## src/rtl/mrlb_pkg.sv

```systemverilog
// shared types, constants and controller command codes for the line breaker
package mrlb_pkg;

  localparam int unsigned MaxWords  = 64;
  localparam int unsigned IdxW      = $clog2(MaxWords);
  localparam int unsigned CntW      = IdxW + 1;
  localparam int unsigned SumW      = 14;
  localparam int unsigned CostW     = 24;
  localparam int unsigned AddrW     = 2 * IdxW;
  localparam logic [CostW-1:0] CostMax   = 24'hFFFFFF;
  localparam logic [CostW-1:0] WideCost  = 24'd65535;

  // datapath operation codes
  localparam logic [3:0] OP_NONE  = 4'd0;
  localparam logic [3:0] OP_LOAD  = 4'd1;
  localparam logic [3:0] OP_FINIT = 4'd2;
  localparam logic [3:0] OP_SRD   = 4'd3;
  localparam logic [3:0] OP_SEVAL = 4'd4;
  localparam logic [3:0] OP_SPLIT = 4'd5;
  localparam logic [3:0] OP_NEXT  = 4'd6;
  localparam logic [3:0] OP_WINIT = 4'd7;
  localparam logic [3:0] OP_WTOT  = 4'd8;
  localparam logic [3:0] OP_WRD   = 4'd9;
  localparam logic [3:0] OP_WCHK  = 4'd10;
  localparam logic [3:0] OP_EMIT  = 4'd11;
  localparam logic [3:0] OP_POP   = 4'd12;

  typedef struct packed {
    logic [7:0] word_length;
    logic       last_word;
  } word_item_t;

  typedef struct packed {
    logic [5:0]  word_index;
    logic        ends_line;
    logic [23:0] total_cost;
    logic        last_result;
  } result_t;

  typedef struct packed {
    logic [3:0] op;
  } dp_cmd_t;

  typedef struct packed {
    logic span_short;
    logic split_done;
    logic last_i;
    logic last_len;
    logic leaf;
    logic span_end;
    logic stack_empty;
  } dp_stat_t;

endpackage

```

## src/rtl/mrlb_ctrl.sv

```systemverilog
// controller state machine sequencing load, table fill and walk
module mrlb_ctrl import mrlb_pkg::*; (
  input  logic     clk_i,
  input  logic     rst_ni,
  input  logic     start,
  input  logic     last_word_i,
  input  dp_stat_t stat_i,
  output dp_cmd_t  cmd_o,
  output logic     busy
);

  localparam logic [3:0] S_IDLE  = 4'd0;
  localparam logic [3:0] S_FINIT = 4'd1;
  localparam logic [3:0] S_SRD   = 4'd2;
  localparam logic [3:0] S_SEVAL = 4'd3;
  localparam logic [3:0] S_SPLIT = 4'd4;
  localparam logic [3:0] S_NEXT  = 4'd5;
  localparam logic [3:0] S_WINIT = 4'd6;
  localparam logic [3:0] S_WTOT  = 4'd7;
  localparam logic [3:0] S_WRD   = 4'd8;
  localparam logic [3:0] S_WCHK  = 4'd9;
  localparam logic [3:0] S_EMIT  = 4'd10;
  localparam logic [3:0] S_POP   = 4'd11;

  logic [3:0] state_q, state_d;

  assign busy = (state_q != S_IDLE);

  // next state and command
  always_comb begin
    state_d   = state_q;
    cmd_o.op  = OP_NONE;
    case (state_q)
      S_IDLE: begin
        if (start) begin
          cmd_o.op = OP_LOAD;
          if (last_word_i) state_d = S_FINIT;
        end
      end
      S_FINIT: begin
        cmd_o.op = OP_FINIT;
        state_d  = S_SRD;
      end
      S_SRD: begin
        cmd_o.op = OP_SRD;
        state_d  = S_SEVAL;
      end
      S_SEVAL: begin
        cmd_o.op = OP_SEVAL;
        state_d  = stat_i.span_short ? S_NEXT : S_SPLIT;
      end
      S_SPLIT: begin
        cmd_o.op = OP_SPLIT;
        if (stat_i.split_done) state_d = S_NEXT;
      end
      S_NEXT: begin
        cmd_o.op = OP_NEXT;
        state_d  = (stat_i.last_i && stat_i.last_len) ? S_WINIT : S_SRD;
      end
      S_WINIT: begin
        cmd_o.op = OP_WINIT;
        state_d  = S_WTOT;
      end
      S_WTOT: begin
        cmd_o.op = OP_WTOT;
        state_d  = S_WRD;
      end
      S_WRD: begin
        cmd_o.op = OP_WRD;
        state_d  = S_WCHK;
      end
      S_WCHK: begin
        cmd_o.op = OP_WCHK;
        state_d  = stat_i.leaf ? S_EMIT : S_WRD;
      end
      S_EMIT: begin
        cmd_o.op = OP_EMIT;
        if (stat_i.span_end) state_d = stat_i.stack_empty ? S_IDLE : S_POP;
      end
      S_POP: begin
        cmd_o.op = OP_POP;
        state_d  = S_WRD;
      end
      default: state_d = S_IDLE;
    endcase
  end

  // state register
  always_ff @(posedge clk_i or negedge rst_ni) begin
    if (!rst_ni) begin
      state_q <= S_IDLE;
    end else begin
      state_q <= state_d;
    end
  end

endmodule

```

## config.mk

```make
export PLATFORM = sky130hd
export DESIGN_NAME = mrlb_ctrl
export DESIGN_NICKNAME = d
export VERILOG_FILES = /design/src/rtl/mrlb_pkg.sv /design/src/rtl/mrlb_ctrl.sv
export SDC_FILE = /design/constraint.sdc
export NUM_CORES = 1
export LEC_CHECK = 0
export BUFFER_PORTS_ARGS = -buffer_cell sky130_fd_sc_hd__clkbuf_2
export CORE_MARGIN = 1.5
export CORE_UTILIZATION = 25
export DETAILED_ROUTE_END_ITERATION = 12
export RECOVER_POWER = 100
export SYNTH_ARGS = -nofsm -noshare
export SYNTH_HDL_FRONTEND = slang
export SYNTH_SLANG_ARGS = --single-unit
export TNS_END_PERCENT = 20
```

## constraint.sdc

```tcl
create_clock -name clk_i -period 3.1 [get_ports clk_i]
set_clock_uncertainty 0.2 [all_clocks]
set_input_delay 0.155 -clock clk_i [delete_from_list [all_inputs] [get_ports clk_i]]
set_output_delay 0.155 -clock clk_i [all_outputs]
set_load 0.01 [all_outputs]
```

==> impl_metrics.toml, run 1 <==
[synth]
yosysMostFrequentCell = "a21oi_1"
synthFlopType = "dfrtp_1"
synth_seq_area_share_pct = 28.99
synth_area_leader_cell = "dfrtp_1"
yosysTopAreaCellShare_pct = 28.99
synth_edf_count = 0
syn-num-nets = 55
ys_async_sr_fraction_pct = 100.0
avgSynthCellArea_um2 = 7.848
yosys_warnings = 0
synth_cell_types = 22
syn_inst = 44
synthTopCellsByCount = "a21oi_1, dfrtp_1"
yosys_register_bits = 4
synth_top_cells_by_area = "dfrtp_1, a21oi_1, nand2b_1, o21ai_0, a211oi_1"
syn_area_um2 = 345.3

[detailed_routing]
vias = 356
drt-pass1-iter-count = 4
wirelength_um = 760
routedWlPerCell_um = 10.27
ant_nets = 0
dr.first_iter.drc_count = 10
avgViaCountPerCell = 4.811
drc = 0

[clocking]
cts_root_buf = "clkbuf_4"
numCtsBuffers = 3
insertion_delay_ps = 230
clk_pin_slew_worst_paths_ps = 40
cts_tree = "yes"
cts_setup_buffers = 0
clock-sinks = 4
clockBufferDepth = 2
cts-htree-levels = 1

[timing]
slew_violations = 0
finalHoldViolCount = 0
max_slew.worst_pin.slew_ps = 433.4
post-route-period-util_pct = 58.29
tns_ps = 0
maxSlewHeadroom_pct = 71.11
finalSetupViolations = 0
finalWorstSetupSlack_ps = 1293
max_freq_ghz = 0.5534
rsz0062_at_grt = "no"
min_period_ps = 1807

[placed_design]
pre_cts_ws_ps = 1387
dp_hpwl_um = 559.6
placed_area_um2 = 414.1
io_buffers = 15
gp_congestion = 0.7862

[die]
core_area_mm2 = 0.001301
die_w_um = 40.17
fp-row-count = 13
die_h_um = 40.17
dieArea_mm2 = 0.001613
start_util_pct = 26.54
io_pins = 16

[critical_path]
worst_setup_path_start_kind = "register"
arrival_ps = 1450
crit_path_end_kind = "output pin"
cp_max_fo = 13
path_class = "reg -> out"
worstPathRequired_ps = 2740

[finish]
final_area_um2 = 431.7
nNetsFinal = 72
area_growth_pct = 25.00
largest_reg_flops = 4
diodes = 0
finalCoreUtilization_pct = 33.17
largestRegisters = "state_q (4)"
layout-drive-gt1-share_pct = 22.03
regMostFlops = "state_q"

[job]
maxCapViolations = 0

[global_routing]
grt-ovfl-total = 0
grt_max_degree = 17
grt_pass1_vias = 289
antenna_found_initial = 0
grt_pass1_wl_um = 1228
grt_usage_pct = 11.19

[run_status]
status = "completed"

[power_and_ir_drop]
ir_drop_uv = 250.0
leakage_uw = 0.0001838
p_per_area_mw_per_mm2 = 1029
design_power_total_uw = 444.0

[hold_path]
min_path_type = "in -> reg"
-- layer usage --
| layer | global-route usage, % | share of wire [%] | vias to the layer above |
|---|---|---|---|
| met4 | 0 | 0 | 0 |
| li1 | - | - | 194 |
| met5 | 0 | 0 | - |
| met2 | 16.53 | 42 | 10 |
| met1 | 15.72 | 54 | 152 |
| met3 | 5.000 | 4.1 | 0 |
-- critical path, cell delays in order (launching register included) --
cell and delay, ps:
dfrtp_1 500, or4_1 570, clkbuf_1 150
-- logic make-up after synthesis --
family / count (synthesis) / share of synthesized area, %
compound gates: 18 / 31.88
simple gates: 14 / 24.28
buf+inv: 6 / 9.420
flops: 4 / 28.99
xor+xnor: 1 / 2.537
mux: 1 / 2.899
-- power by group --
part	internal [µW]	switching (µW)
logic	110	121
clock network	43.2	19.5
registers	77.4	72.9
-- layout by cell type (no fill, tap or decap), types with 2 or more instances in the layout --
| cell type | n |
|---|---|
| a211oi_1 | 2 |
| a21oi_1 | 8 |
| clkbuf_1 | 6 |
| clkbuf_2 | 9 |
| clkbuf_4 | 3 |
| dfrtp_1 | 4 |
| inv_1 | 2 |
| nand2_1 | 3 |
| nand2b_1 | 3 |
| nand3b_1 | 2 |
| nor2_1 | 3 |
| o21ai_0 | 4 |
-- stage by stage --
step	hold slack [ps]	std cells
floorplan	-340.6	44
global placement	-234.3	70
detailed placement	-234.2	70
CTS	36.63	74
global route	35.46	74
finish	37.29	74
-- what timing repair did --
| action | CTS | global route |
|---|---|---|
| resized for setup | 0 | 0 |
| hold endpoints to repair | 4 | 0 |
| hold buffers | 1 | 0 |
-- final cells by class --
class                   instances  area [µm²]
flip-flops and latches          4       100.1
well taps                      15       18.77
multi-input cells              34       205.2
clock buffers                   3       22.52
repair buffers                 16       77.57
inverters                       2       7.507
fillers                       150       869.6
-- final timing paths --
kind	start	to	slack, ps	depth (start not counted)
worst max-delay path	state_q[1]$_DFFE_PN0P_	busy	1290	2
worst min-delay path	stat_i[1]	state_q[1]$_DFFE_PN0P_	40	3
worst max register to register	state_q[1]$_DFFE_PN0P_	state_q[3]$_DFFE_PN0P_	1320	4
worst min register to register	state_q[3]$_DFFE_PN0P_	state_q[2]$_DFFE_PN0P_	500	1
max in group asynchronous	rst_ni	state_q[1]$_DFFE_PN0P_	2430	2
min in group asynchronous	rst_ni	state_q[2]$_DFFE_PN0P_	90	2
Power figures use the tool's default switching activity.
==> run 2, diff against run 1 <==
Clock period 3.1 ns to 1.6 ns, I/O delays scaled along.
==> impl_metrics.toml, run 2 (synthesis gave the netlist of run 1 again) <==
[clocking]
clock-sinks = 4
cts_root_buf = "clkbuf_4"
insertion_delay_ps = 230
clockBufferDepth = 2
cts-htree-levels = 1
cts_tree = "yes"
numCtsBuffers = 3
clk_pin_slew_worst_paths_ps = 40

[die]
dieArea_mm2 = 0.001613
start_util_pct = 26.54
core_area_mm2 = 0.001301
fp-row-count = 13
die_h_um = 40.17
io_pins = 16
die_w_um = 40.17

[critical_path]
path_depth = 4
crit_path_end_kind = "register"
worstPathRequired_ps = 1510
cp_num_buf_inv = 0
worst_setup_path_start_kind = "register"
critical_path.top_delay_family = "simple AND/OR/NAND/NOR gates"
cp_max_fo = 3
critPathSlowestCell = "or4_4"
path_class = "reg -> reg"
arrival_ps = 1490
rr_worst_depth = 4
path_cells = "or4_4 -> a21oi_2 -> a221o_2 -> o21ai_2"
cp_slowest_stage_delay_ps = 540

[placed_design]
gp_congestion = 0.7431
dp.cells = 74
io_buffers = 15
dp_hpwl_um = 659.6

[global_routing]
grt_pass1_wl_um = 1428
grt-ovfl-total = 0
grt_pass1_vias = 380
grt_max_degree = 14
grt_usage_pct = 14.01
antenna_found_initial = 0

[job]
maxCapViolations = 0

[power_and_ir_drop]
leakage_uw = 0.0002361
net-switching-power_uw = 489.0
ir_drop_uv = 963.3
p_per_area_mw_per_mm2 = 2049
pwr-share-clk_pct = 11.5
sw_frac_of_total_pct = 45.63
p_comb_share_pct = 70.3
p_int_uw = 582.6
pwr-share-seq_pct = 18.2

[finish]
layout-drive-gt1-share_pct = 44.62
regMostFlops = "state_q"
final_cell_mix = "clkbuf_2, a21oi_1"
largest_reg_flops = 4
final_common_cell = "clkbuf_2"
nNetsFinal = 78
largestRegisters = "state_q (4)"
finalCoreUtilization_pct = 40.19
fillers = 141
area_growth_pct = 51.45
diodes = 0
finalNonFillerCells = 80

[timing]
slew_violations = 0
finalSetupViolations = 0
finalHoldViolCount = 0
rsz0062_at_grt = "yes"
min_period_ps = 1578
max_slew.worst_pin.slew_ps = 227.7
max_freq_ghz = 0.6336
maxSlewHeadroom_pct = 84.77
post-route-period-util_pct = 98.64

[detailed_routing]
dr.first_iter.drc_count = 15
wirelength_um = 942
drc = 0
routedWlPerCell_um = 11.78
drt-pass1-iter-count = 4
vias = 398
avgViaCountPerCell = 4.975
ant_nets = 0

[hold_path]
hold_depth = 5
min_path_type = "in -> reg"

[run_status]
status = "completed"
run 2: path summary, 6_finish.rpt:
| path | startpoint | to | slack, ps |
|---|---|---|---|
| worst max-delay path | state_q[3]$_DFFE_PN0P_ | state_q[1]$_DFFE_PN0P_ | 20 |
| worst min-delay path | stat_i[3] | state_q[2]$_DFFE_PN0P_ | 60 |
| worst max register to register | state_q[3]$_DFFE_PN0P_ | state_q[1]$_DFFE_PN0P_ | 20 |
| worst min register to register | state_q[3]$_DFFE_PN0P_ | state_q[2]$_DFFE_PN0P_ | 450 |
| max in group asynchronous | rst_ni | state_q[2]$_DFFE_PN0P_ | 450 |
| min in group asynchronous | rst_ni | state_q[1]$_DFFE_PN0P_ | 550 |
run 2: metrics by stage:
step | power [µW] | setup slack [ps] | setup TNS [ps] | hold WS [ps] | cell area, µm²
floorplan | 675.6 | -22.10 | -50.48 | -415.6 | 345.3
global placement | 861.1 | 80.03 | 0 | -309.5 | 444.2
detailed placement | 872.5 | 17.86 | 0 | -307.3 | 444.2
CTS | 1010 | 3.579 | 0 | 52.48 | 496.7
global route | 1160 | -12.75 | -23.65 | 69.65 | 523.0
finish | 1072 | 21.78 | 0 | 59.38 | 523.0
run 2: worst reg2reg max path, delay by kind of cell (launching register included):
| kind | cells | cell delay, ps |
|---|---|---|
| AND/OR/NAND/NOR | 1 | 540 |
| flip-flops | 1 | 360 |
| AO/OA/AOI/OAI | 3 | 360 |
run 2: routing by layer:
| metal | vias up | GRT usage [%] | wire (µm) |
|---|---|---|---|
| li1 | 204 | - | - |
| met1 | 173 | 13.53 | 370 |
| met2 | 19 | 25.40 | 485 |
| met3 | 2 | 1.667 | 67 |
| met4 | 0 | 12.93 | 19 |
| met5 | - | 0 | 0 |
run 2: area by class of cell:
type | count | area (µm²) | share of cell area (%)
inverter | 2 | 7.507 | 1.435
clock buffer | 3 | 22.52 | 4.306
multi-input combinational | 34 | 234.0 | 44.74
tap | 15 | 18.77 | 3.589
timing repair buffer | 22 | 138.9 | 26.55
sequential | 4 | 101.3 | 19.38
run 2: power groups by stage:
stage / clock, µW / combinational, µW / sequential (µW)
floorplan: 0 / 490 / 186
global placement: 0 / 675 / 187
detailed placement: 0 / 684 / 188
CTS: 130 / 693 / 187
global route: 132 / 826 / 202
finish: 124 / 753 / 195
run 2: what timing repair did:
action                                  4_1_cts  5_1_grt
endpoints found under the setup margin        0        6
setup buffers                                 0        0
resized for setup                             0        6
hold buffers                                  3        0
endpoints found under the hold margin         6        0
==> run 3, diff against run 2 <==
Settings changed: SETUP_SLACK_MARGIN set to 0.1, TNS_END_PERCENT 20 to not set.
==> impl_metrics.toml, run 3 (synthesis gave the netlist of run 1 again) <==
[power_and_ir_drop]
p_per_area_mw_per_mm2 = 2062
leakage_uw = 0.0002609
ir_drop_uv = 1042
design_power_total_uw = 1190

[finish]
final_common_cell = "clkbuf_2"
fillers = 160
finalCoreUtilization_pct = 44.33
regMostFlops = "state_q"
finalNonFillerCells = 83
largest_reg_flops = 4
diodes = 0
largestRegisters = "state_q (4)"
layout-drive-gt1-share_pct = 50.00
final_cell_mix = "clkbuf_2, a21oi_1, buf_4"
area_growth_pct = 67.03
nNetsFinal = 81

[timing]
min_period_ps = 1583
post-route-period-util_pct = 98.94
maxSlewHeadroom_pct = 85.09
slew_violations = 0
rsz0062_at_grt = "yes"
max_slew.worst_pin.slew_ps = 222.9
fin_hold_ws_ps = 66.22
finalHoldViolCount = 0
max_freq_ghz = 0.6317
finalWorstSetupSlack_ps = 16.92
finalSetupViolations = 0

[critical_path]
path_class = "reg -> reg"
crit_path_end_kind = "register"
path_cells = "or4_4 -> a21oi_2 -> a221o_2 -> nor2_1"
critPathSlowestCell = "or4_4"
cp_slowest_stage_delay_ps = 530
arrival_ps = 1500
worst_setup_path_start_kind = "register"
cp_max_fo = 3
worstPathRequired_ps = 1510

[placed_design]
dp.cells = 74
pre_cts_ws_ps = 30.05
gp_congestion = 0.7640
io_buffers = 15

[die]
start_util_pct = 26.54
io_pins = 16
fp-row-count = 13
core_area_mm2 = 0.001301
die_w_um = 40.17
dieArea_mm2 = 0.001613
die_h_um = 40.17

[global_routing]
grt_usage_pct = 14.04
grt_max_degree = 14
grt_pass1_vias = 377
antenna_found_initial = 0
grt_pass1_wl_um = 1435
grt-ovfl-total = 0

[detailed_routing]
avgViaCountPerCell = 4.988
wirelength_um = 992
vias = 414
dr.first_iter.drc_count = 17
ant_nets = 0
routedWlPerCell_um = 11.95
drt-pass1-iter-count = 3
drc = 0

[clocking]
clockBufferDepth = 2
clk_pin_slew_worst_paths_ps = 40
numCtsBuffers = 3
clock-sinks = 4
insertion_delay_ps = 230
cts_root_buf = "clkbuf_4"
cts_tree = "yes"
cts-htree-levels = 1

[run_status]
status = "completed"

[job]
maxCapViolations = 0

[hold_path]
min_path_type = "in -> reg"
[run 3: changes by cell type in the layout (fill, tap and decap cells not counted), moves of 2 or more]
cell and delta:
clkbuf_2 -4, a211oi_1 -2, a211oi_2 +2, buf_2 +2, buf_4 +2, buf_6 +2
[run 3: layout make-up]
cell class,instances,area (µm²),share of cell area [%]
Multi-Input combinational cell,34,256.5,44.47
Timing Repair Buffer,25,170.2,29.50
Sequential cell,4,101.3,17.57
Clock buffer,3,22.52,3.905
Tap cell,15,18.77,3.254
Inverter,2,7.507,1.302
[run 3: worst max-delay path: cells and delay by family, from the launching register on]
family,cells,cell delay [ps]
and+or+nand+nor,2,590
DFF,1,380
AOI/OAI and AO/OA,2,300
[run 3: repair_timing]
item / CTS / global route
endpoints found under the hold margin: 6 / 0
resized for setup: 4 / 13
setup buffers: 0 / 3
hold buffers: 3 / 0
setup endpoints to repair: 7 / 8
pin swaps: 2 / 4
[run 3: per-layer routing]
metal	wire, µm	global-route usage [%]
met1	428	14.95
met2	530	23.79
met3	33	1.667
met4	0	12.93
met5	0	0
[run 3: worst paths after layout]
| check | to | slack, ps | startpoint | depth (start not counted) |
|---|---|---|---|---|
| max in group asynchronous | state_q[2]$_DFFE_PN0P_ | 450 | rst_ni | 3 |
| min in group asynchronous | state_q[1]$_DFFE_PN0P_ | 550 | rst_ni | 3 |
| worst max-delay path | state_q[0]$_DFFE_PN0P_ | 20 | state_q[3]$_DFFE_PN0P_ | 4 |
| worst max register to register | state_q[0]$_DFFE_PN0P_ | 20 | state_q[3]$_DFFE_PN0P_ | 4 |
| worst min-delay path | state_q[0]$_DFFE_PN0P_ | 70 | stat_i[0] | 4 |
| worst min register to register | state_q[2]$_DFFE_PN0P_ | 440 | state_q[3]$_DFFE_PN0P_ | 2 |
[run 3: metrics by stage]
step                TNS [ps]  instance area, µm²
global route          -2.194               576.8
global placement           0               444.2
floorplan             -50.48               345.3
finish                     0               576.8
CTS                        0               506.7
detailed placement         0               444.2
[run 3: power breakdown]
part | switching, µW | leakage (µW) | total (µW) | internal [µW]
clock network | 40.0 | 0.0000138 | 124 | 83.8
logic | 442 | 0.000198 | 869 | 427
registers | 43.7 | 0.0000493 | 197 | 154
total | 525 | 0.000261 | 1190 | 664
